[src/hdl/qpd_pkg.sv]
package qpd_pkg;

    localparam logic [7:0] CH_EQ = 8'h3D;
    localparam logic [7:0] CH_CR = 8'h0D;
    localparam logic [7:0] CH_LF = 8'h0A;
    localparam int unsigned HEX_BASE = 16;
    localparam int unsigned MAX_RESULTS = 3;

    typedef logic [1:0] held_t;
    localparam held_t HELD_NONE = 2'd0;
    localparam held_t HELD_EQ   = 2'd1;
    localparam held_t HELD_TWO  = 2'd2;

    typedef logic [1:0] res_cnt_t;

    typedef struct packed {
        logic [7:0] out_byte;
        logic       has_byte;
        logic       run_last;
        logic       message_end;
    } result_t;

    typedef struct packed {
        result_t [MAX_RESULTS-1:0] res;
        res_cnt_t                  n;
        held_t                     held_count;
        logic [7:0]                held_second;
    } dec_t;

    // {valid, nibble}; valid clear when the byte is not a hex digit
    function automatic logic [4:0] hex_value(input logic [7:0] c);
        logic [4:0] v;
        v = '0;
        if (c >= 8'h30 && c <= 8'h39)
        begin
            v = {1'b1, 4'(c - 8'h30)};
        end
        else if (c >= 8'h41 && c <= 8'h46)
        begin
            v = {1'b1, 4'(c - 8'h41 + 8'd10)};
        end
        else if (c >= 8'h61 && c <= 8'h66)
        begin
            v = {1'b1, 4'(c - 8'h61 + 8'd10)};
        end
        return v;
    endfunction

endpackage

[src/hdl/qpd_stream_if.sv]
interface qpd_in_if;
    logic       valid;
    logic       ready;
    logic [7:0] in_byte;
    logic       in_last;

    modport source (output valid, output in_byte, output in_last, input ready);
    modport sink (input valid, input in_byte, input in_last, output ready);
endinterface

interface qpd_out_if;
    logic       valid;
    logic       ready;
    logic [7:0] out_byte;
    logic       has_byte;
    logic       run_last;
    logic       message_end;

    modport source (output valid, output out_byte, output has_byte, output run_last,
                    output message_end, input ready);
    modport sink (input valid, input out_byte, input has_byte, input run_last,
                  input message_end, output ready);
endinterface

[src/hdl/qpd_decode.sv]
module qpd_decode (
    input  logic [7:0]          in_byte,
    input  logic                in_last,
    input  qpd_pkg::held_t      held_count,
    input  logic [7:0]          held_second,
    output qpd_pkg::dec_t       dec
);
    import qpd_pkg::*;

    logic [4:0] hv1;
    logic [4:0] hv2;
    res_cnt_t   n;
    held_t      hc;
    logic [7:0] hs;

    assign hv1 = hex_value(held_second);
    assign hv2 = hex_value(in_byte);

    always_comb
    begin
        dec = '0;
        n   = '0;
        hc  = HELD_NONE;
        hs  = '0;

        if (held_count == HELD_EQ)
        begin
            hc = HELD_TWO;
            hs = in_byte;
        end
        else if (held_count == HELD_TWO)
        begin
            if (held_second == CH_CR && in_byte == CH_LF)
            begin
                // soft line break: drop
            end
            else if (hv1[4] && hv2[4])
            begin
                dec.res[n] = '{out_byte: {hv1[3:0], hv2[3:0]}, has_byte: 1'b1,
                               run_last: 1'b0, message_end: 1'b0};
                n = n + 2'd1;
            end
            else
            begin
                dec.res[n] = '{out_byte: CH_EQ, has_byte: 1'b1,
                               run_last: 1'b0, message_end: 1'b0};
                n = n + 2'd1;
                if (held_second == CH_EQ)
                begin
                    // second '=' opens a new escape with this byte held
                    hc = HELD_TWO;
                    hs = in_byte;
                end
                else
                begin
                    dec.res[n] = '{out_byte: held_second, has_byte: 1'b1,
                                   run_last: 1'b0, message_end: 1'b0};
                    n = n + 2'd1;
                    if (in_byte == CH_EQ)
                    begin
                        hc = HELD_EQ;
                    end
                    else
                    begin
                        dec.res[n] = '{out_byte: in_byte, has_byte: 1'b1,
                                       run_last: 1'b0, message_end: 1'b0};
                        n = n + 2'd1;
                    end
                end
            end
        end
        else
        begin
            if (in_byte == CH_EQ)
            begin
                hc = HELD_EQ;
            end
            else
            begin
                dec.res[n] = '{out_byte: in_byte, has_byte: 1'b1,
                               run_last: 1'b0, message_end: 1'b0};
                n = n + 2'd1;
            end
        end

        if (in_last)
        begin
            // flush held bytes literally
            if (hc != HELD_NONE)
            begin
                dec.res[n] = '{out_byte: CH_EQ, has_byte: 1'b1,
                               run_last: 1'b0, message_end: 1'b0};
                n = n + 2'd1;
            end
            if (hc == HELD_TWO)
            begin
                dec.res[n] = '{out_byte: hs, has_byte: 1'b1,
                               run_last: 1'b0, message_end: 1'b0};
                n = n + 2'd1;
            end
            hc = HELD_NONE;
            hs = '0;
            if (n == 2'd0)
            begin
                dec.res[0] = '0;
                n = 2'd1;
            end
            dec.res[n - 2'd1].message_end = 1'b1;
        end

        if (n != 2'd0)
        begin
            dec.res[n - 2'd1].run_last = 1'b1;
        end

        dec.n           = n;
        dec.held_count  = hc;
        dec.held_second = hs;
    end

endmodule

[src/hdl/qpd_out_buf.sv]
module qpd_out_buf (
    input  logic                 clk,
    input  logic                 rst_n,
    input  logic                 load,
    input  qpd_pkg::dec_t        dec,
    output logic                 can_load,
    qpd_out_if.source            dst
);
    import qpd_pkg::*;

    result_t [MAX_RESULTS-1:0] res_reg;
    res_cnt_t                  cnt_reg;
    res_cnt_t                  idx_reg;
    result_t                   cur;
    logic                      pop;

    assign cur  = res_reg[idx_reg];
    assign pop  = dst.valid && dst.ready;

    assign dst.valid       = (cnt_reg != 2'd0);
    assign dst.out_byte    = cur.out_byte;
    assign dst.has_byte    = cur.has_byte;
    assign dst.run_last    = cur.run_last;
    assign dst.message_end = cur.message_end;

    // take a new transaction when empty or when the last pending result leaves now
    assign can_load = (cnt_reg == 2'd0) || (cnt_reg == 2'd1 && dst.ready);

    always_ff @(posedge clk or negedge rst_n)
    begin
        if (!rst_n)
        begin
            cnt_reg <= '0;
            idx_reg <= '0;
        end
        else if (load && dec.n != 2'd0)
        begin
            cnt_reg <= dec.n;
            idx_reg <= '0;
        end
        else if (pop)
        begin
            cnt_reg <= cnt_reg - 2'd1;
            idx_reg <= (cnt_reg == 2'd1) ? 2'd0 : idx_reg + 2'd1;
        end
    end

    always_ff @(posedge clk)
    begin
        if (load && dec.n != 2'd0)
        begin
            res_reg <= dec.res;
        end
    end

    assert property (@(posedge clk) disable iff (!rst_n)
        ({1'b0, cnt_reg} + {1'b0, idx_reg}) <= 3'(MAX_RESULTS))
        else $error("result buffer index beyond loaded results");

    assert property (@(posedge clk) disable iff (!rst_n)
        dst.valid && dst.message_end |-> dst.run_last)
        else $error("message end without run end");

    assert property (@(posedge clk) disable iff (!rst_n)
        dst.valid && !dst.has_byte |-> dst.message_end && dst.run_last)
        else $error("empty result that is not an end marker");

    assert property (@(posedge clk) disable iff (!rst_n)
        dst.valid && !dst.run_last |=> dst.valid)
        else $error("run of results broken off");

endmodule

[src/hdl/quoted_printable_decoder_top.sv]
// Quoted-printable decoder: one encoded byte in, up to three decoded bytes out.
// The first result of a byte is presented in the cycle after its input transaction.
// Bytes are taken one per cycle while each byte yields at most one result and the
// output port is ready; a byte yielding several results stalls the input while
// the output port drains one result a cycle, as long as the port is ready.
// Reset (rst_n, async low) clears held escape state and drops pending results.
module quoted_printable_decoder_top (
    input  logic       clk,
    input  logic       rst_n,
    qpd_in_if.sink     enc,
    qpd_out_if.source  dec_out
);
    import qpd_pkg::*;

    held_t      held_count_reg;
    logic [7:0] held_second_reg;
    dec_t       dec;
    logic       can_load;
    logic       accept;

    assign enc.ready = can_load;
    assign accept    = enc.valid && enc.ready;

    qpd_decode u_decode (
        .in_byte     (enc.in_byte),
        .in_last     (enc.in_last),
        .held_count  (held_count_reg),
        .held_second (held_second_reg),
        .dec         (dec)
    );

    qpd_out_buf u_out_buf (
        .clk      (clk),
        .rst_n    (rst_n),
        .load     (accept),
        .dec      (dec),
        .can_load (can_load),
        .dst      (dec_out)
    );

    always_ff @(posedge clk or negedge rst_n)
    begin
        if (!rst_n)
        begin
            held_count_reg  <= HELD_NONE;
            held_second_reg <= '0;
        end
        else if (accept)
        begin
            held_count_reg  <= dec.held_count;
            held_second_reg <= dec.held_second;
        end
    end

    assert property (@(posedge clk) disable iff (!rst_n)
        accept && enc.in_last |=> held_count_reg == HELD_NONE)
        else $error("escape state survived end of message");

    assert property (@(posedge clk) disable iff (!rst_n)
        accept && enc.in_last |-> dec.n != 2'd0)
        else $error("final byte produced no result");

    assert property (@(posedge clk) disable iff (!rst_n)
        accept && dec.n != 2'd0 |=> dec_out.valid)
        else $error("decoded results not presented");

endmodule

[src/flat_wrapper.sv]
// flat-port wrapper written by rule: the top's interface ports become plain ports
module quoted_printable_decoder_top_flat import qpd_pkg::*;
  (clk, rst_n, enc_valid, enc_in_byte, enc_in_last, enc_ready, dec_out_valid, dec_out_out_byte, dec_out_has_byte, dec_out_run_last, dec_out_message_end, dec_out_ready);
  qpd_in_if enc_i ();
  qpd_out_if dec_out_i ();
  input  logic clk;
  input  logic rst_n;
  input wire logic [$bits(enc_i.valid)-1:0] enc_valid;
  input wire logic [$bits(enc_i.in_byte)-1:0] enc_in_byte;
  input wire logic [$bits(enc_i.in_last)-1:0] enc_in_last;
  output wire logic [$bits(enc_i.ready)-1:0] enc_ready;
  output wire logic [$bits(dec_out_i.valid)-1:0] dec_out_valid;
  output wire logic [$bits(dec_out_i.out_byte)-1:0] dec_out_out_byte;
  output wire logic [$bits(dec_out_i.has_byte)-1:0] dec_out_has_byte;
  output wire logic [$bits(dec_out_i.run_last)-1:0] dec_out_run_last;
  output wire logic [$bits(dec_out_i.message_end)-1:0] dec_out_message_end;
  input wire logic [$bits(dec_out_i.ready)-1:0] dec_out_ready;
  assign enc_i.valid = enc_valid;
  assign enc_i.in_byte = enc_in_byte;
  assign enc_i.in_last = enc_in_last;
  assign enc_ready = enc_i.ready;
  assign dec_out_valid = dec_out_i.valid;
  assign dec_out_out_byte = dec_out_i.out_byte;
  assign dec_out_has_byte = dec_out_i.has_byte;
  assign dec_out_run_last = dec_out_i.run_last;
  assign dec_out_message_end = dec_out_i.message_end;
  assign dec_out_i.ready = dec_out_ready;
  quoted_printable_decoder_top u_core (.clk(clk), .rst_n(rst_n), .enc(enc_i), .dec_out(dec_out_i));
endmodule
[config.mk]
export PLATFORM = sky130hd
export DESIGN_NAME = quoted_printable_decoder_top_flat
export DESIGN_NICKNAME = d
export VERILOG_FILES = /design/src/hdl/qpd_pkg.sv /design/src/hdl/qpd_stream_if.sv /design/src/hdl/qpd_decode.sv /design/src/hdl/qpd_out_buf.sv /design/src/hdl/quoted_printable_decoder_top.sv /design/src/flat_wrapper.sv
export SDC_FILE = /design/constraint.sdc
export NUM_CORES = 1
export LEC_CHECK = 0
export CORE_MARGIN = 1.5
export CORE_UTILIZATION = 55
export DETAILED_ROUTE_END_ITERATION = 12
export DONT_BUFFER_PORTS = 1
export PLACE_DENSITY = 0.78
export SLEW_MARGIN = 20
export SYNTH_ARGS = -nofsm -noshare
export SYNTH_HDL_FRONTEND = slang
export SYNTH_SLANG_ARGS = --single-unit
[constraint.sdc]
create_clock -name clk -period 4.67 [get_ports clk]
set_clock_uncertainty 0.2 [all_clocks]
set_input_delay 0.467 -clock clk [delete_from_list [all_inputs] [get_ports clk]]
set_output_delay 0.467 -clock clk [all_outputs]
set_load 0.03 [all_outputs]
==> impl_metrics.yaml <==
status:
  status: "finished clean"
place:
  place_hpwl_um: 5420
  portBuffers: 0
  place_area_um2: 3229
  gp_congestion: 0.9876
  place_inst: 375
synthesis:
  syn_inst: 321
  yosys.area_share.adder_pct: 5.441
  avgSynthCellArea_um2: 10.03
  synth_xor_area_share_pct: 1.088
  synthMuxAreaShare_pct: 3.420
  ys_ff_latch: 47
  synth-simple-area-share_pct: 19.59
  yosysWarningCount: 0
  synth_compound_area_share_pct: 23.79
  synth_edf_count: 33
  synth_async_sr_flop_share_pct: 29.79
  syn_nets: 348
  ys_types: 67
  ys.flop_type: "edfxtp_1"
  synth_top_family_by_area: "compound AO/OA/AOI/OAI gates"
  synthesis.area_um2: 3219
  synth-seq-area-share_pct: 41.66
route:
  via_count: 2579
  drt-wirelength-per-cell_um: 19.73
  viasPerCell: 6.699
  postRouteAntennaNets: 0
  first_iter_violations: 319
  drt-pass1-iter-count: 5
  remaining_drc_errors: 0
  wl_um: 7597
layout:
  drive_above_1_share_pct: 10.54
  multiInputGateArea_um2: 1728
  nFillCells: 485
  n_antenna_cell: 0
  largest_reg_flops: 33
  layout.nets: 339
  fin_area_um2: 3356
  regArea_um2: 1341
  syn2layout_area_growth_pct: 4.236
  layout.cells.non_filler: 385
power:
  power.density_nw_per_um2: 364.2
  ir_drop_mv: 0.1865
  p_leak_uw: 0.001288
sta:
  tightest_slew_ns: 0.9844
  timing_hold_violations_final: 0
  fmax_mhz: 250.0
  drv_slew: 0
  finalCritPeriodShare_pct: 85.65
  tns_ns: 0
  finalCriticalPeriod_ns: 4.000
  grt_setup_unrepaired: "no"
  max_slew_margin_pct: 33.68
  final-setup-viol-count: 0
global_route:
  grt_first_pass_wirelength_um: 12110
  overflow: 0
  gr-usage-all-layers_pct: 24.95
  antenna_found_initial: 0
  grt_pass1_vias: 2440
  grt_max_degree: 36
floorplanning:
  start_util_pct: 57.76
  die_area_um2: 6321
  rows: 27
  die_y_um: 79.51
  core_area_um2: 5574
  die_w_um: 79.51
  io_pins: 26
clock_network:
  clockBufferDepth: 2
  cts_tree: "yes"
  cts.sinks: 47
  cts_made_buffers: 5
  clk_pin_slew_ns: 0.08
  cts_root_buf: "clkbuf_8"
  clk_latency_ns: 0.30
  cts_max_level: 2
  post_cts_buffers: 0
job:
  maxCapViolations: 0
critical_path:
  crit_type: "flip-flop to flip-flop"
  path_buf_inv: 1
  crit_arrival_ns: 3.84
  path_cells: "inv_1 -> ha_1 -> o21bai_2 -> a21oi_2 -> o2111a_2 -> or3_4 -> ha_1 -> a21oi_1 -> ha_1 -> nand2_1 -> a211oi_2 -> nor3_1"
  slowest_delay_ns: 0.48
  critPathMaxFanout: 13
  crit_path_frequent_cell: "ha_1"
  crit_slowest_cell: "or3_4"
  startpoint_type: "flip-flop"
  crit_family: "compound AO/OA/AOI/OAI gates"
  cp_data_required_time_ns: 4.51
  critPathCaptureType: "flip-flop"
hold_path:
  min_path_type: "input port to flip-flop"
==> kinds of logic (layout without fill, tap and decap cells) <==
kind of cell             Yosys count  after routing
buffers and inverters             35             27
AND/OR/NAND/NOR                  112            112
XOR/XNOR                           4              4
adder cells (fa/ha/maj)           14             14
flip-flops                        47             47
AO/OA/AOI/OAI                     98             98
multiplexers                      11             11
==> worst reg2reg max path: stages, from the launching register on <==
cell and delay [ns]:
dfrtp_1 0.45, inv_1 0.11, ha_1 0.26, o21bai_2 0.20
a21oi_2 0.11, o2111a_2 0.31, or3_4 0.48, ha_1 0.48
a21oi_1 0.11, ha_1 0.28, nand2_1 0.13, a211oi_2 0.48
nor3_1 0.13
==> Yosys cell counts (all sizes together), types with 4 or more instances <==
cell type	count	area, um^2
nand2	36	135.1
edfxtp	33	991.0
nor2	24	92.59
o21ai	19	98.85
inv	16	62.56
a21oi	14	73.82
dfrtp	14	350.3
ha	14	175.2
buf	11	67.56
mux2i	11	110.1
a22o	10	87.58
a21o	8	60.06
clkbuf	8	31.28
nor3	8	50.05
a32o	7	70.07
nor2b	7	43.79
nor3b	7	62.56
a22oi	5	37.54
a211oi	4	45.05
and2	4	25.02
nor4	4	31.28
o31ai	4	43.79
xnor2	4	35.03
==> layer usage <==
metal	global-route usage, %	vias up	share of wire (%)
met1	32.72	1239	42
met4	7.018	0	1.6
met5	0	-	0
met2	42.12	135	48
met3	4.571	17	8.1
li1	-	1188	-
==> placed cells by master, fill, tap and decap left out, types with 5 or more instances in the layout <==
cell type | netlist | layout
a21oi_1 | 13 | 12
a21o_1 | 8 | 8
a22o_1 | 10 | 10
inv_1 | 15 | 15
o21ai_0 | 16 | 16
nand2_1 | 36 | 36
clkbuf_8 | 0 | 5
a22oi_1 | 5 | 5
a32o_1 | 7 | 7
nor2b_1 | 7 | 7
mux2i_1 | 11 | 11
ha_1 | 14 | 14
nor3b_1 | 5 | 5
nor2_1 | 23 | 23
dfrtp_1 | 14 | 14
nor3_1 | 6 | 6
edfxtp_1 | 33 | 33
==> cell type report <==
type	count	share of cell area, %
repair buffers	3	1.342
flip-flops and latches	47	39.97
inverters	16	1.864
well taps	72	2.685
multi-input cells	239	51.49
clock inverters	3	0.5966
clock buffers	5	2.051
==> final timing paths <==
kind / startpoint / to / slack [ns] / cells past startpoint
setup / recovery: u_core.held_second_reg[1] / u_core.u_out_buf.res_reg[5] / 0.67 / 12
hold / removal: enc_in_byte[1] / u_core.held_second_reg[1] / 0.09 / 1
setup reg to reg: u_core.held_second_reg[1] / u_core.u_out_buf.res_reg[5] / 0.67 / 12
hold reg to reg: u_core.u_out_buf.cnt_reg[1] / u_core.u_out_buf.cnt_reg[1] / 0.42 / 3
max in group asynchronous: rst_n / u_core.held_second_reg[7] / 3.40 / 1
min in group asynchronous: rst_n / u_core.held_second_reg[0] / 0.44 / 1
==> report_power, final <==
part,internal (uW),switching [uW],total (uW)
clock network,104,137,242
registers,530,45.7,575
logic,111,294,405
==> repair_timing <==
action                                 CTS  global route
endpoints found under the hold margin   14             0
resized for setup                        0             0
hold buffers                             1             0
==> stage by stage <==
step | hold WS (ns) | setup slack [ns] | util [%] | total power [uW]
after global routing | 0.08108 | 0.4885 | 60.20 | 1287
after CTS | 0.08284 | 0.7202 | 59.71 | 1219
final | 0.09128 | 0.6702 | 60.20 | 1222
after detailed placement | -0.02815 | 0.7410 | 57.93 | 975.0
after floorplan | -0.02859 | 0.5068 | - | 917.6
after global placement | -0.02815 | 0.8650 | 57.93 | 961.7
(Power assumes the default switching activity.)
